File: config.mk
export PLATFORM = sky130hd
export DESIGN_NAME = frhb_div
export DESIGN_NICKNAME = d
export VERILOG_FILES = /design/src/rtl/frhb_pkg.sv /design/src/rtl/frhb_div.sv
export SDC_FILE = /design/constraint.sdc
export NUM_CORES = 2
export LEC_CHECK = 0
export ABC_AREA = 1
export BUFFER_PORTS_ARGS = -buffer_cell sky130_fd_sc_hd__buf_2
export CAP_MARGIN = 20
export CORE_MARGIN = 1
export CORE_UTILIZATION = 45
export DETAILED_ROUTE_END_ITERATION = 7
export HOLD_SLACK_MARGIN = 0.1
export PLACE_DENSITY_LB_ADDON = 0.3
export SLEW_MARGIN = 20
export SYNTH_ARGS = -nofsm -noshare
export SYNTH_HDL_FRONTEND = slang
export SYNTH_SLANG_ARGS = --single-unit
export TNS_END_PERCENT = 100
File: constraint.sdc
create_clock -name clk -period 20.2 [get_ports clk]
set_clock_uncertainty 0.15 [all_clocks]
set_input_delay 4.04 -clock clk [delete_from_list [all_inputs] [get_ports clk]]
set_output_delay 4.04 -clock clk [all_outputs]
set_load 0.005 [all_outputs]
File: src/rtl/frhb_pkg.sv
// Shared constants, register index codes and stage payload types of the height blend.
`default_nettype none

package frhb_pkg;

  localparam int ANGLE_FRAC_BITS  = 16;
  localparam int WEIGHT_FRAC_BITS = 16;

  localparam int LON_W    = 25;
  localparam int LAT_W    = 24;
  localparam int SPAN_W   = 24;
  localparam int HEIGHT_W = 32;
  localparam int WEIGHT_W = 17;

  localparam int CFG_IDX_W  = 3;
  localparam int CFG_DATA_W = LON_W;

  localparam int LON_DIFF_W = LON_W + 1;
  localparam int LAT_DIFF_W = LAT_W + 1;
  localparam int DIST_W     = SPAN_W;
  localparam int DELTA_W    = HEIGHT_W + 1;

  // smoothstep ratio and divider shape
  localparam int T_W        = WEIGHT_FRAC_BITS;
  localparam int DIV_STEP   = 2;
  localparam int DIV_STAGES = T_W / DIV_STEP;

  localparam longint FULL_TURN = 64'(360) << ANGLE_FRAC_BITS;
  localparam longint HALF_TURN = 64'(180) << ANGLE_FRAC_BITS;
  localparam longint W_ONE     = 64'(1) << WEIGHT_FRAC_BITS;

  typedef enum logic [CFG_IDX_W-1:0] {
    CFG_CENTER_LON = 3'd0,
    CFG_HALF_LON   = 3'd1,
    CFG_SOUTH_LAT  = 3'd2,
    CFG_NORTH_LAT  = 3'd3,
    CFG_FEATHER    = 3'd4
  } cfg_idx_t;

  typedef struct packed {
    logic signed [LON_W-1:0] center_lon;
    logic [SPAN_W-1:0]       half_lon;
    logic signed [LAT_W-1:0] south;
    logic signed [LAT_W-1:0] north;
    logic [SPAN_W-1:0]       feather;
  } cfg_t;

  typedef struct packed {
    logic signed [HEIGHT_W-1:0] base;
    logic signed [DELTA_W-1:0]  delta;
  } hgt_t;

  typedef struct packed {
    hgt_t              hgt;
    logic              in_rect;
    logic              beyond;
    logic [DIST_W-1:0] rem;
  } dist_res_t;

  typedef struct packed {
    hgt_t           hgt;
    logic           in_rect;
    logic           beyond;
    logic [T_W-1:0] t;
  } ratio_t;

  typedef struct packed {
    hgt_t                hgt;
    logic [WEIGHT_W-1:0] weight;
  } wgt_t;

endpackage

`default_nettype wire

File: src/rtl/frhb_div.sv
// Pipelined restoring divider: t = floor(rem * 2^T_W / feather), DIV_STEP bits per stage.
`default_nettype none

module frhb_div (
  input  wire logic                         clk,
  input  wire logic                         rst_n,
  input  wire logic [frhb_pkg::DIST_W-1:0]  feather,
  input  wire logic                         in_valid,
  output logic                              in_ready,
  input  wire frhb_pkg::dist_res_t          in_data,
  output logic                              out_valid,
  input  wire logic                         out_ready,
  output frhb_pkg::ratio_t                  out_data
);
  import frhb_pkg::*;

  localparam int NSTG = DIV_STAGES;

  logic [NSTG-1:0] v_r;
  logic [NSTG-1:0] v_nxt;
  logic [NSTG:0]   rdy;

  logic [DIST_W-1:0] rem_r   [NSTG];
  ratio_t            dat_r   [NSTG];
  logic [DIST_W-1:0] rem_src [NSTG];
  ratio_t            dat_src [NSTG];
  logic [DIST_W-1:0] rem_nxt [NSTG];
  ratio_t            dat_nxt [NSTG];

  assign rdy[NSTG] = out_ready;
  for (genvar g = 0; g < NSTG; g++) begin : g_rdy
    assign rdy[g] = ~v_r[g] | rdy[g+1];
  end

  if (NSTG > 1) begin : g_vmany
    assign v_nxt = (rdy[NSTG-1:0] & {v_r[NSTG-2:0], in_valid}) | (~rdy[NSTG-1:0] & v_r);
  end else begin : g_vone
    assign v_nxt = (rdy[0] & in_valid) | (~rdy[0] & v_r);
  end

  always_ff @(posedge clk) begin
    if (!rst_n) begin
      v_r <= '0;
    end else begin
      v_r <= v_nxt;
    end
  end

  always_comb begin
    rem_src[0]         = in_data.rem;
    dat_src[0].hgt     = in_data.hgt;
    dat_src[0].in_rect = in_data.in_rect;
    dat_src[0].beyond  = in_data.beyond;
    dat_src[0].t       = '0;
    for (int s = 1; s < NSTG; s++) begin
      rem_src[s] = rem_r[s-1];
      dat_src[s] = dat_r[s-1];
    end
  end

  // each stage shifts in DIV_STEP quotient bits
  always_comb begin
    logic [DIST_W:0] r2;
    logic [T_W-1:0]  q;
    logic [DIST_W-1:0] rem;
    r2 = '0;
    for (int s = 0; s < NSTG; s++) begin
      rem = rem_src[s];
      q   = dat_src[s].t;
      for (int k = 0; k < DIV_STEP; k++) begin
        r2 = {rem, 1'b0};
        if (r2 >= {1'b0, feather}) begin
          r2 = r2 - {1'b0, feather};
          q  = {q[T_W-2:0], 1'b1};
        end else begin
          q  = {q[T_W-2:0], 1'b0};
        end
        rem = r2[DIST_W-1:0];
      end
      rem_nxt[s]   = rem;
      dat_nxt[s]   = dat_src[s];
      dat_nxt[s].t = q;
    end
  end

  always_ff @(posedge clk) begin
    for (int s = 0; s < NSTG; s++) begin
      if (rdy[s]) begin
        rem_r[s] <= rem_nxt[s];
        dat_r[s] <= dat_nxt[s];
      end
    end
  end

  assign in_ready  = rdy[0];
  assign out_valid = v_r[NSTG-1];
  assign out_data  = dat_r[NSTG-1];

endmodule

`default_nettype wire

==> impl_metrics.yaml <==
cts:
  clk_pin_slew_ns: 0.06
  post-cts-setup-buffers: 0
  cts_inserted_buffers: 83
  h-tree-depth: 3
  holdBufCountCts: 0
  cts_tree: "yes"
  clkLatencyLatePin_ns: 0.66
  clkSinkCount: 784
  clockBufferDepth: 3
  cts_resized: 0
  cts-root-buf: "clkbuf_16"
grt:
  antenna_found_initial: 9
  grtUsageTotal_pct: 25.5
  grt-ovfl-total: 0
  grt_pass1_vias: 40700
  grt_max_degree: 74
  grt_pass1_wl_um: 230000
synth:
  ys_warn_count: 0
  synthFlopType: "edfxtp_1"
  ys_seq_elements: 784
  netlist_area_um2: 52200
  synth_enable_flop_cells: 776
  avgSynthCellArea_um2: 8.09
  async_reset_ff_share_pct: 0
  ys_types: 52
  syn-instance-count: 6459
  seq_area_frac_synth_pct: 44.9
  synth_nets: 6962
die:
  start_util_pct: 45.6
  die_w_um: 343
  core_um2: 115000
  num_rows: 124
  die-height_um: 343
  die-area_um2: 117000
  ioPinCount: 204
min_path:
  hp-class: "reg2reg"
timing:
  slew_violations: 0
  finalHoldViolCount: 0
  worst_slew_pin_slew_ns: 1.07
  fmax_mhz: 79.4
  relSlewSlack_pct: 28.5
  rsz0062_at_grt: "no"
  fin_tns_setup_ns: 0
  fin_crit_sh_pct: 62.3
  setup_viol_count_final: 0
  finalCriticalPeriod_ns: 12.59
route:
  drt_iter0_drc: 3520
  met2_length_um: 71400
  met1_length_um: 66100
  final_antenna_net_count: 0
  via_count: 43700
  drc: 18
  drtPass1Iterations: 7
  via_per_inst: 5.28
  wirelength_um: 152000
  dr.max_layer_used: "met4"
  routed-wl-met3_um: 8730
  wl_per_cell_um: 18.4
worst_setup_path:
  slowest_delay_ns: 0.57
  crit_chain: "buf_2, nor2_1, inv_4, nor2_1, inv_4, nor2_1, nand2_4, nor2_1, nand2_4, nor2_1, nand2_4, buf_2"
  start_kind: "input port"
  path_max_fanout: 60
  worst_ep_required_time_ns: 16.01
  path_class: "in2out"
  critPathArrivalTime_ns: 8.40
  cpMostUsedCell: "nor2_1"
  crit_slowest_cell: "nand2_4"
  end_kind: "primary output"
finish:
  final_cell_mix: "2338 x nand2_1, 780 x inv_1, 776 x edfxtp_1"
  mostFrequentLayoutCell: "nand2_1"
  syn_to_final_growth_pct: 10.3
  nNetsFinal: 7209
  drive_gt1_share_pct: 9.27
place:
  portBuffers: 203
  place_hpwl_um: 114000
  place.gp.congestion: 0.974
outcome:
  failed_checks: "DRC"
  outcome: "finished with violations"
job:
  cap_violations: 0
[cells in the mapped netlist, types with 27 or more instances]
master,number,area [um2]
nand2_1,2341,8790
inv_1,785,2950
edfxtp_1,776,23300
nand3_1,505,2530
nor2_1,411,1540
ha_1,376,4700
a21oi_1,329,1650
o21ai_0,126,631
xor2_1,107,937
nand4_1,106,663
or2_2,90,563
xnor2_1,48,420
inv_2,39,146
nor3_1,38,190
nand3_2,34,340
nand3b_1,34,255
nand2_2,32,200
buf_2,30,150
buf_4,27,203
[cell families after synthesis]
| logic type | share of synthesized area [%] |
|---|---|
| compound gates | 5.79 |
| xor+xnor | 2.60 |
| fa+ha+maj | 9.31 |
| buf+inv | 7.18 |
| flops | 44.9 |
| simple gates | 30.2 |
[sequential cells by signal, indices dropped and copies added (netlist names), named ones only]
name   flops
rem_r    168
dat_r    608
[worst max-delay path: cells and delay by family]
kind / cells / cell delay (ns)
simple gates: 8 / 3.39
buf+inv: 4 / 0.91
[final cells by class]
cell class,instances,area (um2)
tap,1512,1890
fill,11000,57000
clock inverter,50,586
inverter,831,3140
sequential,784,23500
multi-input combinational,4762,25100
antenna,2,5.00
clock buffer,100,2150
timing repair buffer,244,1320
[per-layer routing]
| layer | vias up | track usage, % |
|---|---|---|
| met1 | 20200 | 33.6 |
| met4 | 0 | 9.65 |
| met2 | 1362 | 42.8 |
| met3 | 322 | 2.89 |
| met5 | - | 0 |
| li1 | 21800 | - |
[through the flow]
| stage | instance area (um2) | util [%] | hold slack [ns] | std cells | worst slack [ns] |
|---|---|---|---|---|---|
| floorplan | 52200 | - | 0.250 | 6459 | 0.761 |
| global placement | 54900 | 47.9 | 0.250 | 8133 | 7.57 |
| detailed placement | 54900 | 47.9 | 0.255 | 8133 | 7.46 |
| CTS | 57600 | 50.3 | 0.247 | 8283 | 7.45 |
| global route | 57600 | 50.3 | 0.258 | 8284 | 7.13 |
| finish | 57600 | 50.3 | 0.244 | 8285 | 7.61 |
[path summary, 6_finish.rpt]
kind	to	slack, ns	depth (start not counted)	from
worst min register to register	dat_r[1][72]	0.24	0	dat_r[0][321]
worst min-delay path	dat_r[1][72]	0.24	0	dat_r[0][321]
worst max-delay path	in_ready	7.61	12	out_ready
worst max register to register	rem_r[2][15]	14.00	23	rem_r[1][2]
Power is left out: the tool's default activity adds up to more than one toggle a clock period on the data nets, which glitch-free logic cannot reach.
