File: src/rtl/frhb_pkg.sv
// Shared constants, register index codes and stage payload types of the height blend.
`default_nettype none

package frhb_pkg;

  localparam int ANGLE_FRAC_BITS  = 16;
  localparam int WEIGHT_FRAC_BITS = 16;

  localparam int LON_W    = 25;
  localparam int LAT_W    = 24;
  localparam int SPAN_W   = 24;
  localparam int HEIGHT_W = 32;
  localparam int WEIGHT_W = 17;

  localparam int CFG_IDX_W  = 3;
  localparam int CFG_DATA_W = LON_W;

  localparam int LON_DIFF_W = LON_W + 1;
  localparam int LAT_DIFF_W = LAT_W + 1;
  localparam int DIST_W     = SPAN_W;
  localparam int DELTA_W    = HEIGHT_W + 1;

  // smoothstep ratio and divider shape
  localparam int T_W        = WEIGHT_FRAC_BITS;
  localparam int DIV_STEP   = 2;
  localparam int DIV_STAGES = T_W / DIV_STEP;

  localparam longint FULL_TURN = 64'(360) << ANGLE_FRAC_BITS;
  localparam longint HALF_TURN = 64'(180) << ANGLE_FRAC_BITS;
  localparam longint W_ONE     = 64'(1) << WEIGHT_FRAC_BITS;

  typedef enum logic [CFG_IDX_W-1:0] {
    CFG_CENTER_LON = 3'd0,
    CFG_HALF_LON   = 3'd1,
    CFG_SOUTH_LAT  = 3'd2,
    CFG_NORTH_LAT  = 3'd3,
    CFG_FEATHER    = 3'd4
  } cfg_idx_t;

  typedef struct packed {
    logic signed [LON_W-1:0] center_lon;
    logic [SPAN_W-1:0]       half_lon;
    logic signed [LAT_W-1:0] south;
    logic signed [LAT_W-1:0] north;
    logic [SPAN_W-1:0]       feather;
  } cfg_t;

  typedef struct packed {
    logic signed [HEIGHT_W-1:0] base;
    logic signed [DELTA_W-1:0]  delta;
  } hgt_t;

  typedef struct packed {
    hgt_t              hgt;
    logic              in_rect;
    logic              beyond;
    logic [DIST_W-1:0] rem;
  } dist_res_t;

  typedef struct packed {
    hgt_t           hgt;
    logic           in_rect;
    logic           beyond;
    logic [T_W-1:0] t;
  } ratio_t;

  typedef struct packed {
    hgt_t                hgt;
    logic [WEIGHT_W-1:0] weight;
  } wgt_t;

endpackage

`default_nettype wire

File: src/rtl/frhb_weight.sv
// Two-stage smoothstep: t*t and (3 - 2t), then their product scaled to the weight.
`default_nettype none

module frhb_weight (
  input  wire logic              clk,
  input  wire logic              rst_n,
  input  wire logic              in_valid,
  output logic                   in_ready,
  input  wire frhb_pkg::ratio_t  in_data,
  output logic                   out_valid,
  input  wire logic              out_ready,
  output frhb_pkg::wgt_t         out_data
);
  import frhb_pkg::*;

  localparam int NSTG = 2;
  localparam int K_W  = WEIGHT_FRAC_BITS + 2;
  localparam int S_W  = 2 * T_W + K_W;

  logic [NSTG-1:0] v_r;
  logic [NSTG-1:0] v_nxt;
  logic [NSTG:0]   rdy;

  logic [2*T_W-1:0] tt_r;
  logic [K_W-1:0]   k_r;
  hgt_t             hgt0_r;
  logic             inside0_r;
  logic             beyond0_r;

  logic [S_W-1:0]   s;
  wgt_t             res_nxt;
  wgt_t             res_r;

  assign rdy[NSTG] = out_ready;
  for (genvar g = 0; g < NSTG; g++) begin : g_rdy
    assign rdy[g] = ~v_r[g] | rdy[g+1];
  end

  assign v_nxt = (rdy[NSTG-1:0] & {v_r[NSTG-2:0], in_valid}) | (~rdy[NSTG-1:0] & v_r);

  always_ff @(posedge clk) begin
    if (!rst_n) begin
      v_r <= '0;
    end else begin
      v_r <= v_nxt;
    end
  end

  always_ff @(posedge clk) begin
    if (rdy[0]) begin
      tt_r      <= (2*T_W)'(in_data.t) * (2*T_W)'(in_data.t);
      k_r       <= K_W'(3 * W_ONE) - K_W'({in_data.t, 1'b0});
      hgt0_r    <= in_data.hgt;
      inside0_r <= in_data.in_rect;
      beyond0_r <= in_data.beyond;
    end
  end

  always_comb begin
    s           = S_W'(tt_r) * S_W'(k_r);
    res_nxt.hgt = hgt0_r;
    if (inside0_r) begin
      res_nxt.weight = WEIGHT_W'(W_ONE);
    end else if (beyond0_r) begin
      res_nxt.weight = '0;
    end else begin
      res_nxt.weight = s[2*WEIGHT_FRAC_BITS +: WEIGHT_W];
    end
  end

  always_ff @(posedge clk) begin
    if (rdy[1]) begin
      res_r <= res_nxt;
    end
  end

  assign in_ready  = rdy[0];
  assign out_valid = v_r[NSTG-1];
  assign out_data  = res_r;

endmodule

`default_nettype wire

File: config.mk
export PLATFORM = sky130hd
export DESIGN_NAME = frhb_weight
export DESIGN_NICKNAME = d
export VERILOG_FILES = /design/src/rtl/frhb_pkg.sv /design/src/rtl/frhb_weight.sv
export SDC_FILE = /design/constraint.sdc
export NUM_CORES = 2
export LEC_CHECK = 0
export ABC_AREA = 1
export ABC_CLOCK_PERIOD_IN_PS = 5500
export BUFFER_PORTS_ARGS = -buffer_cell sky130_fd_sc_hd__buf_2
export CAP_MARGIN = 20
export CORE_ASPECT_RATIO = 0.5
export CORE_MARGIN = 2
export CORE_UTILIZATION = 45
export DETAILED_ROUTE_END_ITERATION = 8
export PLACE_DENSITY_LB_ADDON = 0.08
export SLEW_MARGIN = 15
export SYNTH_ARGS = -nofsm -noshare
export SYNTH_HDL_FRONTEND = slang
export SYNTH_SLANG_ARGS = --single-unit
File: constraint.sdc
create_clock -name clk -period 5.5 [get_ports clk]
set_clock_uncertainty 0.15 [all_clocks]
set_input_delay 0.275 -clock clk [delete_from_list [all_inputs] [get_ports clk]]
set_output_delay 0.275 -clock clk [all_outputs]
set_load 0.05 [all_outputs]
==> results.md <==
- Clk slew on worst S/H paths: about 0.12 ns
- Critical path's top delay family: adder cells
- Count of nets after finishing: approximately 5200
- Diode count: 0
- Rows: 69
- CTS tree: yes
- Most common cell after layout, fill and taps aside: inv_1
- Slew headroom: 39.0%
- Fmax achieved: between 150 and 200 MHz
- Post-synthesis sequential area ratio: a little under a fifth
- Worst setup EP type: register
- Metal-1 WL: between 30 and 40 mm
- Final cell count without fillers: between 5000 and 6000
- Worst r2r src: tt_r[19]
- Worst Setup Path Type: reg2reg
- H-tree levels: 4
- Routed Antenna Nets: 0
- FF-to-FF End: out_data[13]
- Critical path peak fanout: 8
- Vias: ~25000
- WL met2: 39.5 mm
- Hold Path Class: in2reg
- Required time of the critical path: around 5.6 ns
- Hold Path End: v_r[1]
- Clock Root Buffer: clkbuf_16
- Port buffer count: 170
- DRC violations left: 0
- Global-route wire length before repair: ~140 mm
- R2R Setup Slk: -0.36 ns
- Synthesized area: roughly 32000 sq um
- Startpoint Class: register
- Largest family of logic cells by synthesized area: adder cells
- Core area: roughly 71000 sq um
- RePlAce Congestion: roughly 0.90
- Multi-input logic area: approximately 23000 sq um
- Clock Latency Late Sink: about 0.46 ns
- Total grt overflow: 0
- Final Cycle Share: 107%
- Max_cap viols: 0
- Initial drt markers: around 1500
- Yosys Warn Count: 0
- Die Wd: approximately 380 um
- Synth Area in Adders: approximately 47%
- Gate Count Post-Synth: 3713
- Register bit total from synthesis: around 200
- Finished Core Util: 56.6%
- Post-synth EDFFs: between 150 and 200
- R2R cell count: 25
- Compound-cell area share of the yosys netlist: under 10%
- Clock tree buffer depth: 2
- Synth Flop Type: edfxtp_1
- I/O pin total: 171
- HP Start: out_ready
- First-pass DRT Iterations: 5
- Mapped Avg Cell Area: approximately 8.6 sq um
- Min-Delay Path Depth: 4
- Avg WL per Cell: around 16 um
- Hold Vio Cnt, Final: 0
- Largest area contributor in the synthesized netlist: fa_1
- Critical path arrival: a little under 6 ns
- Die ar.: between 70000 and 80000 sq um
- Yosys top cell area share: 37.6%
- Total routed wirelength: ~85 mm
- Failing checks: setup timing
- Post-synth cell types: 47
- Total track usage: between 20% and 30%
- Final setup fails: 17
- WL met3: about 4.8 mm
- Layout area overhead: 25.0%
- RSZ-0062 raised after global routing: yes
- Outcome: finished, violations left
- Setup ws final: -0.363 ns
- Final TNS setup: -4.27 ns
- CTS sink cnt: slightly below 200
- Layout fillers: between 6000 and 7000
- Storage element area: approximately 5900 sq um
- CP bufs+invs: 9
- Min Clock Period, post-route: a little under 6 ns
- Simple-gate area share of the yosys netlist: 13.7%
- Largest net degree at the start of global routing: 62
- Critical path's largest stage delay: ~0.53 ns
- Number of CTS-inserted buffers: 17
- Initial Util: a little under half
- DIE HEIGHT: about 190 um
- Layout cells sized above 1: between 20% and 30%
- Hold WS: 0.239 ns
- Vias in the first global route: about 26000
- Mux share of post-synthesis cell area: 0%
- Area contributors post-synth: fa_1 38%, edfxtp_1 18%, inv_1 14%
- Asr flop ratio synth: 0%
- CP max stage cell: fa_1
- Placed cell count: approximately 5100
- Initial antenna violation count: 0
- DP Wirelength: between 70 and 80 mm
- Vias per cell: 4.74
- Final Max Slew Viols: 0
- Synth Area in XOR/XNOR: 1.45%
- Top Layer Used: met4
- Worst Tran Pin Value: between 0.9 and 1 ns
- Most frequent cells in the layout: 1125 x inv_1, 802 x nand2_1, 583 x fa_1
## synthesized netlist by cell type, types with 2 or more instances
library cell  count
inv_1          1153
nand2_1         856
fa_1            602
ha_1            252
edfxtp_1        196
nor2_1          136
clkbuf_1        135
a21oi_1         104
o21ai_0          57
nand3_1          44
xor2_1           36
nor3_1           21
nand4_1          19
xnor2_1          17
o21bai_1         12
o21a_1            6
a21boi_0          5
nand3_2           5
a31oi_1           4
and2_1            4
inv_2             4
nor3_2            4
or2_2             4
a21o_1            3
buf_1             3
buf_2             2
buf_6             2
conb_1            2
dfxtp_1           2
nand2_2           2
nor2_4            2
nor4_1            2
o211ai_1          2
o21ai_2           2
## final cells by class
type | instances | area share (%)
Sequential cell | 198 | 14.8
Clock inverter | 15 | 0.603
Tap cell | 958 | 3.00
Clock buffer | 17 | 1.06
Inverter | 1157 | 10.9
Multi-Input combinational cell | 2220 | 56.4
Timing Repair Buffer | 651 | 13.3
## worst min-delay path, stage by stage
cell	delay (ns)
buf_2	0.08
inv_1	0.08
nand2_4	0.27
a21oi_1	0.10
## registers in the layout (all words and copies together), names as in the netlist
register / flops
beyond0_r: 1
out_data: 82
hgt0_r: 65
v_r: 2
inside0_r: 1
k_r: 16
tt_r: 31
## layer usage
metal	GRT usage, %	up-vias
li1	-	11733
met1	34.4	12366
met2	39.6	576
met3	3.21	70
met4	3.47	0
met5	0	-
## logic make-up after synthesis
kind of cell | after synthesis
compound gates | 201
simple gates | 1104
other cells | 2
flops | 198
xor+xnor | 53
fa+ha+maj | 854
buf+inv | 1301
## how the worst max path moves through the flow
stage / endpoint / from / cells after the start
6_report: out_data[13] / tt_r[19] / 25
5_1_grt: out_data[13] / k_r[3] / 23
4_1_cts: out_data[13] / k_r[4] / 23
3_5_place_dp: out_data[13] / tt_r[21] / 24
3_3_place_gp: out_data[13] / tt_r[21] / 24
2_1_floorplan: out_data[13] / tt_r[29] / 25
## repair_timing
item	CTS	global route
hold endpoints to repair	69	0
gates resized for setup	109	264
endpoints found under the setup margin	17	28
buffers inserted	13	24
pin swaps	34	119
hold buffers	70	0
gates cloned	3	3
## through the flow
stage	setup slack (ns)	instance area, sq um
2_1_floorplan	-0.0150	32300
3_3_place_gp	-0.542	36800
3_5_place_dp	-0.592	36800
4_1_cts	-0.388	38800
5_1_grt	-0.578	40000
6_report	-0.363	40000
Power is not shown: default switching activity piles up to over one toggle a cycle in this logic, so the estimate is an artifact.
