$ cat src/rtl/frhb_pkg.sv
// Shared constants, register index codes and stage payload types of the height blend.
`default_nettype none

package frhb_pkg;

  localparam int ANGLE_FRAC_BITS  = 16;
  localparam int WEIGHT_FRAC_BITS = 16;

  localparam int LON_W    = 25;
  localparam int LAT_W    = 24;
  localparam int SPAN_W   = 24;
  localparam int HEIGHT_W = 32;
  localparam int WEIGHT_W = 17;

  localparam int CFG_IDX_W  = 3;
  localparam int CFG_DATA_W = LON_W;

  localparam int LON_DIFF_W = LON_W + 1;
  localparam int LAT_DIFF_W = LAT_W + 1;
  localparam int DIST_W     = SPAN_W;
  localparam int DELTA_W    = HEIGHT_W + 1;

  // smoothstep ratio and divider shape
  localparam int T_W        = WEIGHT_FRAC_BITS;
  localparam int DIV_STEP   = 2;
  localparam int DIV_STAGES = T_W / DIV_STEP;

  localparam longint FULL_TURN = 64'(360) << ANGLE_FRAC_BITS;
  localparam longint HALF_TURN = 64'(180) << ANGLE_FRAC_BITS;
  localparam longint W_ONE     = 64'(1) << WEIGHT_FRAC_BITS;

  typedef enum logic [CFG_IDX_W-1:0] {
    CFG_CENTER_LON = 3'd0,
    CFG_HALF_LON   = 3'd1,
    CFG_SOUTH_LAT  = 3'd2,
    CFG_NORTH_LAT  = 3'd3,
    CFG_FEATHER    = 3'd4
  } cfg_idx_t;

  typedef struct packed {
    logic signed [LON_W-1:0] center_lon;
    logic [SPAN_W-1:0]       half_lon;
    logic signed [LAT_W-1:0] south;
    logic signed [LAT_W-1:0] north;
    logic [SPAN_W-1:0]       feather;
  } cfg_t;

  typedef struct packed {
    logic signed [HEIGHT_W-1:0] base;
    logic signed [DELTA_W-1:0]  delta;
  } hgt_t;

  typedef struct packed {
    hgt_t              hgt;
    logic              in_rect;
    logic              beyond;
    logic [DIST_W-1:0] rem;
  } dist_res_t;

  typedef struct packed {
    hgt_t           hgt;
    logic           in_rect;
    logic           beyond;
    logic [T_W-1:0] t;
  } ratio_t;

  typedef struct packed {
    hgt_t                hgt;
    logic [WEIGHT_W-1:0] weight;
  } wgt_t;

endpackage

`default_nettype wire

$ cat src/rtl/frhb_dist.sv
// Four-stage distance pipeline: wrapped lon offset, lat overshoot, edge distance, band test.
`default_nettype none

module frhb_dist (
  input  wire logic                                clk,
  input  wire logic                                rst_n,
  input  wire frhb_pkg::cfg_t                      cfg,
  input  wire logic                                in_valid,
  output logic                                     in_ready,
  input  wire logic signed [frhb_pkg::LON_W-1:0]   sample_lon,
  input  wire logic signed [frhb_pkg::LAT_W-1:0]   sample_lat,
  input  wire logic signed [frhb_pkg::HEIGHT_W-1:0] base_height,
  input  wire logic signed [frhb_pkg::HEIGHT_W-1:0] filtered_height,
  output logic                                     out_valid,
  input  wire logic                                out_ready,
  output frhb_pkg::dist_res_t                      out_data
);
  import frhb_pkg::*;

  localparam int NSTG = 4;
  localparam int DL_W = LON_DIFF_W + 1;
  localparam logic signed [LON_DIFF_W-1:0] HALF_S = LON_DIFF_W'(HALF_TURN);
  localparam logic signed [LON_DIFF_W-1:0] FULL_S = LON_DIFF_W'(FULL_TURN);

  logic [NSTG-1:0] v_r;
  logic [NSTG-1:0] v_nxt;
  logic [NSTG:0]   rdy;

  logic signed [LON_DIFF_W-1:0] lon_d_r;
  logic signed [LAT_DIFF_W-1:0] lat_s_r;
  logic signed [LAT_DIFF_W-1:0] lat_n_r;
  hgt_t                         hgt0_r;

  logic signed [LON_DIFF_W-1:0] off_r;
  logic signed [LON_DIFF_W-1:0] off_nxt;
  logic [DIST_W-1:0]            dlat1_r;
  logic [DIST_W-1:0]            dlat_nxt;
  logic signed [LAT_DIFF_W-1:0] lat_m;
  hgt_t                         hgt1_r;

  logic signed [DL_W-1:0] off_x;
  logic signed [DL_W-1:0] half_x;
  logic signed [DL_W-1:0] dl;
  logic [DIST_W-1:0]      dlon_nxt;
  logic [DIST_W-1:0]      dlon2_r;
  logic [DIST_W-1:0]      dlat2_r;
  hgt_t                   hgt2_r;

  logic [DIST_W-1:0] d;
  dist_res_t         res_nxt;
  dist_res_t         res_r;

  // a stage takes new data when it is empty or its contents move on
  assign rdy[NSTG] = out_ready;
  for (genvar g = 0; g < NSTG; g++) begin : g_rdy
    assign rdy[g] = ~v_r[g] | rdy[g+1];
  end

  assign v_nxt = (rdy[NSTG-1:0] & {v_r[NSTG-2:0], in_valid}) | (~rdy[NSTG-1:0] & v_r);

  always_ff @(posedge clk) begin
    if (!rst_n) begin
      v_r <= '0;
    end else begin
      v_r <= v_nxt;
    end
  end

  // stage 0: raw offsets and height difference
  always_ff @(posedge clk) begin
    if (rdy[0]) begin
      lon_d_r      <= LON_DIFF_W'(sample_lon) - LON_DIFF_W'($signed(cfg.center_lon));
      lat_s_r      <= LAT_DIFF_W'($signed(cfg.south)) - LAT_DIFF_W'(sample_lat);
      lat_n_r      <= LAT_DIFF_W'(sample_lat) - LAT_DIFF_W'($signed(cfg.north));
      hgt0_r.base  <= base_height;
      hgt0_r.delta <= DELTA_W'(filtered_height) - DELTA_W'(base_height);
    end
  end

  // stage 1: fold lon offset into [-180,180), one turn is always enough
  always_comb begin
    off_nxt = lon_d_r;
    if (lon_d_r < -HALF_S) begin
      off_nxt = lon_d_r + FULL_S;
    end else if (lon_d_r >= HALF_S) begin
      off_nxt = lon_d_r - FULL_S;
    end
    lat_m    = (lat_s_r > lat_n_r) ? lat_s_r : lat_n_r;
    dlat_nxt = lat_m[LAT_DIFF_W-1] ? '0 : lat_m[DIST_W-1:0];
  end

  always_ff @(posedge clk) begin
    if (rdy[1]) begin
      off_r   <= off_nxt;
      dlat1_r <= dlat_nxt;
      hgt1_r  <= hgt0_r;
    end
  end

  // stage 2: |off| - half span, both signs formed side by side
  always_comb begin
    off_x    = DL_W'(off_r);
    half_x   = $signed({{(DL_W-SPAN_W){1'b0}}, cfg.half_lon});
    dl       = off_r[LON_DIFF_W-1] ? (-off_x - half_x) : (off_x - half_x);
    dlon_nxt = dl[DL_W-1] ? '0 : dl[DIST_W-1:0];
  end

  always_ff @(posedge clk) begin
    if (rdy[2]) begin
      dlon2_r <= dlon_nxt;
      dlat2_r <= dlat1_r;
      hgt2_r  <= hgt1_r;
    end
  end

  // stage 3: distance and band classification
  always_comb begin
    d               = (dlon2_r > dlat2_r) ? dlon2_r : dlat2_r;
    res_nxt.hgt     = hgt2_r;
    res_nxt.in_rect = (d == '0);
    res_nxt.beyond  = (d >= cfg.feather);
    res_nxt.rem     = cfg.feather - d;
  end

  always_ff @(posedge clk) begin
    if (rdy[3]) begin
      res_r <= res_nxt;
    end
  end

  assign in_ready  = rdy[0];
  assign out_valid = v_r[NSTG-1];
  assign out_data  = res_r;

endmodule

`default_nettype wire

$ cat config.mk
export PLATFORM = sky130hd
export DESIGN_NAME = frhb_dist
export DESIGN_NICKNAME = d
export VERILOG_FILES = /design/src/rtl/frhb_pkg.sv /design/src/rtl/frhb_dist.sv
export SDC_FILE = /design/constraint.sdc
export NUM_CORES = 1
export LEC_CHECK = 0
export BUFFER_PORTS_ARGS = -buffer_cell sky130_fd_sc_hd__clkbuf_2
export CORE_UTILIZATION = 35
export DETAILED_ROUTE_END_ITERATION = 7
export SETUP_SLACK_MARGIN = 0.4
export SKIP_CTS_REPAIR_TIMING = 1
export SYNTH_ARGS = -nofsm -noshare
export SYNTH_HDL_FRONTEND = slang
export SYNTH_SLANG_ARGS = --single-unit
$ cat constraint.sdc
create_clock -name clk -period 5.4 [get_ports clk]
set_input_delay 0.54 -clock clk [delete_from_list [all_inputs] [get_ports clk]]
set_output_delay 0.54 -clock clk [all_outputs]
set_load 0.01 [all_outputs]
==> out/metrics.yaml <==
yosys_warnings: 0
drt-wirelength-per-cell_um: 17.4
dr.pass1.iters: 7
track_usage_pct: 16.5
synth_top_family_by_area: "adder cells"
maxSlewViolCount: 0
routabilityCongestion: 0.868
drive_gt1_share_pct: 17.8
syn2layout_area_growth_pct: 17.9
async_flop_share_pct: 0
numPortBuffers: 330
fin_crit_sh_pct: 88.4
cp.required_ns: 5.74
clock_latency_ns: 0.60
period_needed_ns: 4.77
cts_tree: "built"
synthesis.nets: 2699
die_h_um: 273
min_path_type: "input pin to flop"
wl_um: 62400
die_w_um: 273
place_area_um2: 28700
antenna_found_initial: 3
yosys.area_share.simple_pct: 9.99
grt_pass1_wl_um: 96300
cp_cell_sequence: "ha_1, nand3_1, a21boi_0, a211oi_2, buf_4, nand3_4, nand2_8, mux2i_2, ha_2, nand3_1, nand2_1, nand2_1, a311oi_2, a221oi_2, maj3_1, a21o_1, or3_4, a311o_1, nand3_1, o311ai_2"
coreArea_um2: 72800
yosys_register_bits: 464
io_pins: 331
status: "completed"
ctsRootBufferMaster: "clkbuf_16"
rows: 99
vias: 17700
grt_setup_unrepaired: "false"
synth_edf_count: 460
timing.fmax_mhz: 210
synthMuxAreaShare_pct: 1.67
drt-initial-drc-count: 1049
arrival_ns: 5.11
drc_errors: 0
die-area_um2: 74600
path_class: "flop to flop"
initial_core_util_pct: 35.3
via_per_inst: 4.91
hold_viol: 0
synth_fa_ha_area_share_pct: 12.6
setup_viol: 0
critPathCaptureType: "flop"
critPathMaxFanout: 11
ys_seq_area_share_pct: 54.0
syn_inst: 2211
p_per_area_nw_per_um2: 476
synth_area_um2: 25700
ant_nets: 0
synth-compound-area-share_pct: 12.2
nNetsFinal: 3083
fin_worst_skew_ns: 0.0165
fin_area_um2: 30300
grt-ovfl-total: 0
ir_drop_mv: 0.368
synthFlopType: "edfxtp_1"
clockBufferDepth: 3
final_util_pct: 41.6
cap_violations: 0
dpl.hpwl_um: 48800
syn_avg_cell_area_um2: 11.6
grt_start_max_net_pins: 66
cts-htree-levels: 2
worstMarginPinSlew_ns: 0.963
clk_pin_slew_worst_paths_ns: 0.06
cpMostUsedCell: "nand3_1"
cts.sink_count: 464
first_global_vias: 17800
slowest_delay_ns: 0.45
synthDistinctLibCells: 78
slew_headroom_pct: 35.8
finalSetupTns_ns: 0
start_kind: "flop"
synth_xor_area_share_pct: 5.14
numCtsBuffers: 50
p_leak_nw: 13.6
crit_path_top_delay_cell: "a21boi_0"
-- cell families (layout without fill, tap and decap cells) --
group / count (synthesis) / after routing
flops: 464 / 464
other cells: 0 / 2
simple gates: 518 / 518
fa+ha+maj: 255 / 255
buf+inv: 303 / 726
mux: 43 / 43
compound gates: 477 / 477
xor+xnor: 151 / 151
-- synth_stat cells, types with 6 or more instances --
master,n,area share (%)
nand3_1,41,0.80
or3_1,7,0.17
o2111ai_1,6,0.20
o21a_1,27,0.79
edfxtp_1,460,54
clkbuf_1,15,0.22
o21bai_1,16,0.47
fa_1,7,0.54
nand2b_1,45,1.1
nand2_1,107,1.6
nor2_1,163,2.4
o41ai_1,7,0.24
o21ai_0,93,1.8
xnor2_1,111,3.8
nor2b_1,33,0.80
a21o_1,53,1.5
a21oi_1,123,2.4
nor3_1,35,0.68
inv_1,282,4.1
mux2i_1,43,1.7
o31ai_1,14,0.41
or2_2,10,0.24
xor2_1,40,1.4
a211oi_1,34,0.99
and2_1,12,0.29
a31oi_1,18,0.44
a21boi_0,16,0.47
and3_1,18,0.44
a211o_1,7,0.24
nand4_1,17,0.41
ha_1,243,12
-- final cells by class --
| cell class | instances | area [um^2] |
|---|---|---|
| diodes | 2 | 5.00 |
| clock buffers | 60 | 1310 |
| clock inverters | 31 | 289 |
| fillers | 6949 | 42500 |
| inverters | 283 | 1070 |
| multi-input cells | 1444 | 10800 |
| flip-flops and latches | 464 | 13900 |
| well taps | 959 | 1200 |
| repair buffers | 352 | 1820 |
-- per-layer routing --
layer | vias up | global-route usage [%] | routed length [um]
met5 | - | 0 | 0
met4 | 0 | 5.23 | 1590
met3 | 85 | 2.82 | 2680
met2 | 350 | 29.0 | 30800
met1 | 8439 | 20.6 | 27300
li1 | 8776 | - | -
-- sequential cells by signal, summed over array words and instances (netlist names), named ones only --
register  cells
lat_n_r      25
dlat2_r      24
hgt2_r       65
hgt0_r       65
dlon2_r      24
off_r        26
out_data     91
lon_d_r      26
lat_s_r      25
dlat1_r      24
hgt1_r       65
-- worst max-delay path, delay by kind of cell (launching register included) --
kind,cells,cell delay (ns)
buffers and inverters,1,0.18
DFF,1,0.40
adders and majority gates,3,1.11
and+or+nand+nor,8,1.11
muxes,1,0.17
AOI/OAI and AO/OA,7,1.52
-- through the flow --
step	hold WS (ns)	std cells	total power, mW	setup WS, ns
final	0.126	3595	14.4	0.627
after floorplan	0.400	2211	9.28	0.408
after global placement	0.400	3499	11.0	0.575
after global routing	0.0912	3595	15.4	0.407
after detailed placement	0.405	3499	11.1	0.416
after CTS	0.0897	3590	14.5	0.411
-- path summary, 6_finish.rpt --
path                         from           end  slack [ns]  depth (start not counted)
hold / removal    base_height[19]    hgt0_r[52]        0.13                          1
hold reg to reg         hgt1_r[4]     hgt2_r[4]        0.41                          0
setup / recovery      dlon2_r[22]  out_data[19]        0.63                         20
setup reg to reg      dlon2_r[22]  out_data[19]        0.63                         20
-- placed cells by master, fill, tap and decap left out, types with 45 or more instances in the layout --
cell / instances
nor2_1: 163
a21oi_1: 123
clkbuf_16: 51
clkbuf_2: 330
xnor2_1: 111
nand2_1: 105
inv_1: 280
o21ai_0: 90
nand2b_1: 45
a21o_1: 53
ha_1: 242
edfxtp_1: 460
-- report_power, final --
part | total [mW] | switching, mW | internal, mW
sequential | 5.49 | 0.419 | 5.08
clock | 3.33 | 1.44 | 1.89
combinational | 5.62 | 3.33 | 2.29
Power figures use the tool's default switching activity.
