$ cat src/rtl/frhb_pkg.sv
// Shared constants, register index codes and stage payload types of the height blend.
`default_nettype none

package frhb_pkg;

  localparam int ANGLE_FRAC_BITS  = 16;
  localparam int WEIGHT_FRAC_BITS = 16;

  localparam int LON_W    = 25;
  localparam int LAT_W    = 24;
  localparam int SPAN_W   = 24;
  localparam int HEIGHT_W = 32;
  localparam int WEIGHT_W = 17;

  localparam int CFG_IDX_W  = 3;
  localparam int CFG_DATA_W = LON_W;

  localparam int LON_DIFF_W = LON_W + 1;
  localparam int LAT_DIFF_W = LAT_W + 1;
  localparam int DIST_W     = SPAN_W;
  localparam int DELTA_W    = HEIGHT_W + 1;

  // smoothstep ratio and divider shape
  localparam int T_W        = WEIGHT_FRAC_BITS;
  localparam int DIV_STEP   = 2;
  localparam int DIV_STAGES = T_W / DIV_STEP;

  localparam longint FULL_TURN = 64'(360) << ANGLE_FRAC_BITS;
  localparam longint HALF_TURN = 64'(180) << ANGLE_FRAC_BITS;
  localparam longint W_ONE     = 64'(1) << WEIGHT_FRAC_BITS;

  typedef enum logic [CFG_IDX_W-1:0] {
    CFG_CENTER_LON = 3'd0,
    CFG_HALF_LON   = 3'd1,
    CFG_SOUTH_LAT  = 3'd2,
    CFG_NORTH_LAT  = 3'd3,
    CFG_FEATHER    = 3'd4
  } cfg_idx_t;

  typedef struct packed {
    logic signed [LON_W-1:0] center_lon;
    logic [SPAN_W-1:0]       half_lon;
    logic signed [LAT_W-1:0] south;
    logic signed [LAT_W-1:0] north;
    logic [SPAN_W-1:0]       feather;
  } cfg_t;

  typedef struct packed {
    logic signed [HEIGHT_W-1:0] base;
    logic signed [DELTA_W-1:0]  delta;
  } hgt_t;

  typedef struct packed {
    hgt_t              hgt;
    logic              in_rect;
    logic              beyond;
    logic [DIST_W-1:0] rem;
  } dist_res_t;

  typedef struct packed {
    hgt_t           hgt;
    logic           in_rect;
    logic           beyond;
    logic [T_W-1:0] t;
  } ratio_t;

  typedef struct packed {
    hgt_t                hgt;
    logic [WEIGHT_W-1:0] weight;
  } wgt_t;

endpackage

`default_nettype wire

$ cat src/rtl/frhb_blend.sv
// Two-stage blend: weight times height difference, then floor-shift and add to the base.
`default_nettype none

module frhb_blend (
  input  wire logic                                 clk,
  input  wire logic                                 rst_n,
  input  wire logic                                 in_valid,
  output logic                                      in_ready,
  input  wire frhb_pkg::wgt_t                       in_data,
  output logic                                      out_valid,
  input  wire logic                                 out_ready,
  output logic signed [frhb_pkg::HEIGHT_W-1:0]      blended_height,
  output logic [frhb_pkg::WEIGHT_W-1:0]             region_weight
);
  import frhb_pkg::*;

  localparam int NSTG   = 2;
  localparam int PROD_W = DELTA_W + WEIGHT_W + 1;

  logic [NSTG-1:0] v_r;
  logic [NSTG-1:0] v_nxt;
  logic [NSTG:0]   rdy;

  logic signed [PROD_W-1:0]   prod_r;
  logic signed [HEIGHT_W-1:0] base0_r;
  logic [WEIGHT_W-1:0]        w0_r;
  logic signed [HEIGHT_W-1:0] blend_r;
  logic [WEIGHT_W-1:0]        w1_r;

  assign rdy[NSTG] = out_ready;
  for (genvar g = 0; g < NSTG; g++) begin : g_rdy
    assign rdy[g] = ~v_r[g] | rdy[g+1];
  end

  assign v_nxt = (rdy[NSTG-1:0] & {v_r[NSTG-2:0], in_valid}) | (~rdy[NSTG-1:0] & v_r);

  always_ff @(posedge clk) begin
    if (!rst_n) begin
      v_r <= '0;
    end else begin
      v_r <= v_nxt;
    end
  end

  always_ff @(posedge clk) begin
    if (rdy[0]) begin
      prod_r  <= PROD_W'(in_data.hgt.delta) * $signed({1'b0, in_data.weight});
      base0_r <= in_data.hgt.base;
      w0_r    <= in_data.weight;
    end
  end

  // arithmetic shift floors toward negative infinity; the sum wraps to the field width
  always_ff @(posedge clk) begin
    if (rdy[1]) begin
      blend_r <= base0_r + prod_r[WEIGHT_FRAC_BITS +: HEIGHT_W];
      w1_r    <= w0_r;
    end
  end

  assign in_ready       = rdy[0];
  assign out_valid      = v_r[NSTG-1];
  assign blended_height = blend_r;
  assign region_weight  = w1_r;

endmodule

`default_nettype wire

$ cat config.mk
export PLATFORM = sky130hd
export DESIGN_NAME = frhb_blend
export DESIGN_NICKNAME = d
export VERILOG_FILES = /design/src/rtl/frhb_pkg.sv /design/src/rtl/frhb_blend.sv
export SDC_FILE = /design/constraint.sdc
export NUM_CORES = 2
export LEC_CHECK = 0
export ABC_AREA = 1
export BUFFER_PORTS_ARGS = -buffer_cell sky130_fd_sc_hd__buf_2
export CAP_MARGIN = 5
export CORE_ASPECT_RATIO = 0.9
export CORE_MARGIN = 5
export CORE_UTILIZATION = 40
export CTS_BUF_LIST = sky130_fd_sc_hd__clkbuf_2
export DETAILED_ROUTE_END_ITERATION = 8
export GPL_TIMING_DRIVEN = 1
export SLEW_MARGIN = 20
export SYNTH_ARGS = -nofsm -noshare
export SYNTH_HDL_FRONTEND = slang
export SYNTH_SLANG_ARGS = --single-unit
$ cat constraint.sdc
create_clock -name clk -period 9.2 [get_ports clk]
set_input_delay 0.46 -clock clk [delete_from_list [all_inputs] [get_ports clk]]
set_output_delay 0.46 -clock clk [all_outputs]
set_load 0.02 [all_outputs]
==> flow_summary.html <==
<table>
<tr><th>Metric</th><th>Value</th></tr>
<tr><th colspan="2">Place</th></tr>
<tr><td>Number of port buffers</td><td>136</td></tr>
<tr><td>Detailed placer's ending HPWL</td><td>56800 um</td></tr>
<tr><td>Routability cong.</td><td>0.951</td></tr>
<tr><th colspan="2">Synth</th></tr>
<tr><td>Synthesized netlist net count</td><td>4070</td></tr>
<tr><td>Count of yosys warnings during synthesis</td><td>0</td></tr>
<tr><td>Mean instance size in the synthesized netlist</td><td>7.93 um^2</td></tr>
<tr><td>Distinct cells, synth</td><td>39</td></tr>
<tr><td>Number of standard cells after synthesis</td><td>3328</td></tr>
<tr><td>Netlist area before placement</td><td>26400 um^2</td></tr>
<tr><td>Number of register bits inferred by synthesis</td><td>132</td></tr>
<tr><td>Sequential fraction of the synthesis area</td><td>0.150</td></tr>
<tr><th colspan="2">Route</th></tr>
<tr><td>Number of vias per cell</td><td>4.67</td></tr>
<tr><td>Count of TritonRoute iterations in the first routing pass</td><td>5</td></tr>
<tr><td>Remaining design rule violation count</td><td>0</td></tr>
<tr><td>ANT nets after route</td><td>0</td></tr>
<tr><td>Vias post-DR</td><td>19900</td></tr>
<tr><td>DR iter-0 viols</td><td>1272</td></tr>
<tr><td>Wirelength per Cell</td><td>16.0 um</td></tr>
<tr><td>Total routed wirelength</td><td>68400 um</td></tr>
<tr><th colspan="2">Global route</th></tr>
<tr><td>Largest net degree at the start of global routing</td><td>58</td></tr>
<tr><td>Wire length of the first global-routing pass</td><td>113000 um</td></tr>
<tr><td>All-Layer GR Usage</td><td>0.200</td></tr>
<tr><td>Initial antenna violation count</td><td>3</td></tr>
<tr><td>Via count of the first global-routing pass</td><td>21100</td></tr>
<tr><td>Total congestion overflow</td><td>0</td></tr>
<tr><th colspan="2">STA</th></tr>
<tr><td>Worst-case clock skew</td><td>0.101 ns</td></tr>
<tr><td>Number of endpoints failing setup at the final stage</td><td>0</td></tr>
<tr><td>Final Critical Period</td><td>5.73 ns</td></tr>
<tr><td>Transition time of the tightest slew-check pin</td><td>1.02 ns</td></tr>
<tr><td>F_max</td><td>174 MHz</td></tr>
<tr><td>Max-slew headroom at the worst pin</td><td>0.318</td></tr>
<tr><td>Final-report max-slew violation count</td><td>0</td></tr>
<tr><td>Final hold violation count</td><td>0</td></tr>
<tr><td>Post-Route Setup TNS</td><td>0 ns</td></tr>
<tr><td>Period utilization</td><td>0.623</td></tr>
<tr><td>RSZ-0062 raised after global routing</td><td>no</td></tr>
<tr><th colspan="2">Worst setup path</th></tr>
<tr><td>Critical Setup Path Class</td><td>in -&gt; reg</td></tr>
<tr><td>Launching element type of the critical path</td><td>input port</td></tr>
<tr><td>Worst endpoint data arrival time</td><td>6.33 ns</td></tr>
<tr><td>Crit Path Max Fanout</td><td>34</td></tr>
<tr><td>Required time worst endpoint</td><td>9.80 ns</td></tr>
<tr><td>Crit-path max cell delay</td><td>0.78 ns</td></tr>
<tr><td>Crit path capture type</td><td>register</td></tr>
<tr><td>Critical-path top delay cell</td><td>sky130_fd_sc_hd__fa_1</td></tr>
<tr><td>Cells along the critical path</td><td>buf_2 -&gt; nand2_1 -&gt; fa_1 -&gt; inv_1 -&gt; fa_1 -&gt; fa_1 -&gt; fa_1 -&gt; fa_1 -&gt; inv_1 -&gt; fa_1 -&gt; inv_1 -&gt; ha_1 -&gt; nand2_1 -&gt; nor2_1 -&gt; nand3_1 -&gt; nor2_1 -&gt; nand3_1 -&gt; nand4_1 -&gt; nand2_1</td></tr>
<tr><td>Dominant cell type by count on the critical path</td><td>sky130_fd_sc_hd__fa_1</td></tr>
<tr><th colspan="2">Flow run</th></tr>
<tr><td>Max-cap violations</td><td>0</td></tr>
<tr><th colspan="2">Die</th></tr>
<tr><td>IO Count</td><td>137</td></tr>
<tr><td>Total core area</td><td>65500 um^2</td></tr>
<tr><td>Chip height</td><td>254 um</td></tr>
<tr><td>Std-Cell Rows</td><td>89</td></tr>
<tr><td>Initial standard-cell utilization of the core</td><td>0.403</td></tr>
<tr><td>Die W</td><td>281 um</td></tr>
<tr><td>Die area</td><td>71200 um^2</td></tr>
<tr><th colspan="2">CTS</th></tr>
<tr><td>Clock Path Buffers</td><td>2</td></tr>
<tr><td>Count of H-tree levels built during CTS</td><td>4</td></tr>
<tr><td>Number of resized instances in the post-cts repair step</td><td>0</td></tr>
<tr><td>Clock Root Buffer</td><td>sky130_fd_sc_hd__clkbuf_2</td></tr>
<tr><td>CTS tree</td><td>built</td></tr>
<tr><td>Insertion delay of the later-clocked pin in the worst-skew pair</td><td>0.91 ns</td></tr>
<tr><td>Clock sink count</td><td>132</td></tr>
<tr><td>Clock transition time at the flip-flop clock pins of the worst setup and hold paths</td><td>0.31 ns</td></tr>
<tr><td>CTS Buf Count</td><td>17</td></tr>
<tr><th colspan="2">Worst hold path</th></tr>
<tr><td>Worst hold-check path type</td><td>in -&gt; reg</td></tr>
<tr><th colspan="2">Cells and area</th></tr>
<tr><td>Commonest cells after routing, fill and taps aside</td><td>sky130_fd_sc_hd__inv_1, sky130_fd_sc_hd__nand2_1, sky130_fd_sc_hd__fa_1</td></tr>
<tr><td>Post-synthesis to final-layout area growth</td><td>7.31%</td></tr>
<tr><td>Most frequent standard cell in the layout excluding fill and tap cells</td><td>sky130_fd_sc_hd__inv_1</td></tr>
<tr><td>Share of layout cells above drive strength 1</td><td>0.0678</td></tr>
<tr><td>Final layout net count</td><td>4134</td></tr>
<tr><th colspan="2">Status</th></tr>
<tr><td>Status</td><td>finished clean</td></tr>
</table>
## state kept, by name (all words and copies together) (netlist names), named ones only
register and flops:
base0_r 32, blended_height 32, prod_r 32, region_weight 17, w0_r 17
## cells by family after synthesis
group / synth area share
flip-flops: 0.150
AND/OR/NAND/NOR: 0.177
XOR/XNOR: 0.0143
AO/OA/AOI/OAI: 0.0339
adder cells (fa/ha/maj): 0.458
buffers and inverters: 0.167
## metal layers
layer | up-vias | part of all wire | global-route usage
met3 | 57 | 0.038 | 0.0173
met1 | 9912 | 0.46 | 0.277
met2 | 416 | 0.49 | 0.348
met5 | - | 0 | 0
met4 | 0 | 0.017 | 0.0438
li1 | 9562 | - | -
## timing repair
item / in CTS / in global routing
hold buffers: 35 / 0
endpoints found under the hold margin: 34 / 0
buffers inserted: 0 / 0
## metrics by stage
stage	utilization	hold slack (ns)	cell area [um^2]	cells	setup WS (ns)
after detailed placement	0.423	0.407	27700	4202	2.62
after CTS	0.432	0.0209	28300	4269	3.57
after global placement	0.423	0.402	27700	4202	2.61
after global routing	0.432	0.0781	28300	4271	3.21
after floorplan	-	0.400	26400	3328	3.41
final	0.432	0.139	28300	4272	3.47
## cells in the mapped netlist
master	count	area share
sky130_fd_sc_hd__and2_1	2	0.00047
sky130_fd_sc_hd__and3_1	2	0.00047
sky130_fd_sc_hd__o21bai_1	16	0.0046
sky130_fd_sc_hd__nor3_4	1	0.00062
sky130_fd_sc_hd__nor3_1	5	0.00095
sky130_fd_sc_hd__inv_2	20	0.0028
sky130_fd_sc_hd__nor2_2	12	0.0028
sky130_fd_sc_hd__nand3b_1	6	0.0017
sky130_fd_sc_hd__nor4_1	2	0.00047
sky130_fd_sc_hd__dfxtp_1	2	0.0015
sky130_fd_sc_hd__a21oi_1	83	0.016
sky130_fd_sc_hd__a21boi_1	2	0.00057
sky130_fd_sc_hd__nand2_1	919	0.13
sky130_fd_sc_hd__a21oi_2	1	0.00033
sky130_fd_sc_hd__xor2_1	29	0.0096
sky130_fd_sc_hd__a21o_1	8	0.0023
sky130_fd_sc_hd__fa_1	515	0.39
sky130_fd_sc_hd__buf_2	2	0.00038
sky130_fd_sc_hd__or2_1	1	0.00024
sky130_fd_sc_hd__nand3_2	1	0.00038
sky130_fd_sc_hd__nand2_4	1	0.00043
sky130_fd_sc_hd__nand4_1	22	0.0052
sky130_fd_sc_hd__nor3_2	4	0.0015
sky130_fd_sc_hd__inv_1	1024	0.15
sky130_fd_sc_hd__xnor2_1	14	0.0046
sky130_fd_sc_hd__edfxtp_1	130	0.15
sky130_fd_sc_hd__a31oi_1	4	0.00095
sky130_fd_sc_hd__a21boi_0	3	0.00085
sky130_fd_sc_hd__ha_1	141	0.067
sky130_fd_sc_hd__nor2_1	101	0.014
sky130_fd_sc_hd__nand3_1	69	0.013
sky130_fd_sc_hd__o21a_1	4	0.0011
sky130_fd_sc_hd__o21ai_0	21	0.0040
sky130_fd_sc_hd__clkbuf_1	128	0.018
sky130_fd_sc_hd__o21ai_1	13	0.0025
sky130_fd_sc_hd__and2_4	1	0.00033
sky130_fd_sc_hd__clkinv_1	2	0.00028
sky130_fd_sc_hd__o21ai_2	3	0.0010
sky130_fd_sc_hd__nand2_2	14	0.0033
## cell type report
class | instances | area (um^2)
sequential | 132 | 3940
antenna | 3 | 7.51
multi-input combinational | 2020 | 18000
fill | 6663 | 37200
clock buffer | 17 | 85.1
inverter | 1046 | 3930
timing repair buffer | 175 | 1060
tap | 864 | 1080
clock inverter | 15 | 170
## worst paths after layout
kind              startpoint                  to  slack [ns]  depth (start not counted)
hold / removal    in_data[0]             w0_r[0]        0.14                          1
hold reg to reg     w0_r[15]   region_weight[15]        0.45                          0
setup / recovery  in_data[3]          prod_r[45]        3.47                         19
setup reg to reg  prod_r[16]  blended_height[30]        6.94                         12
## critical path, delay by kind of cell
kind	cells	cell delay, ns
fa+ha+maj	7	3.62
buf+inv	4	0.80
simple gates	8	1.39
Power is left out: the tool's default activity adds up to more than one toggle a clock period on the data nets, which glitch-free logic cannot reach.
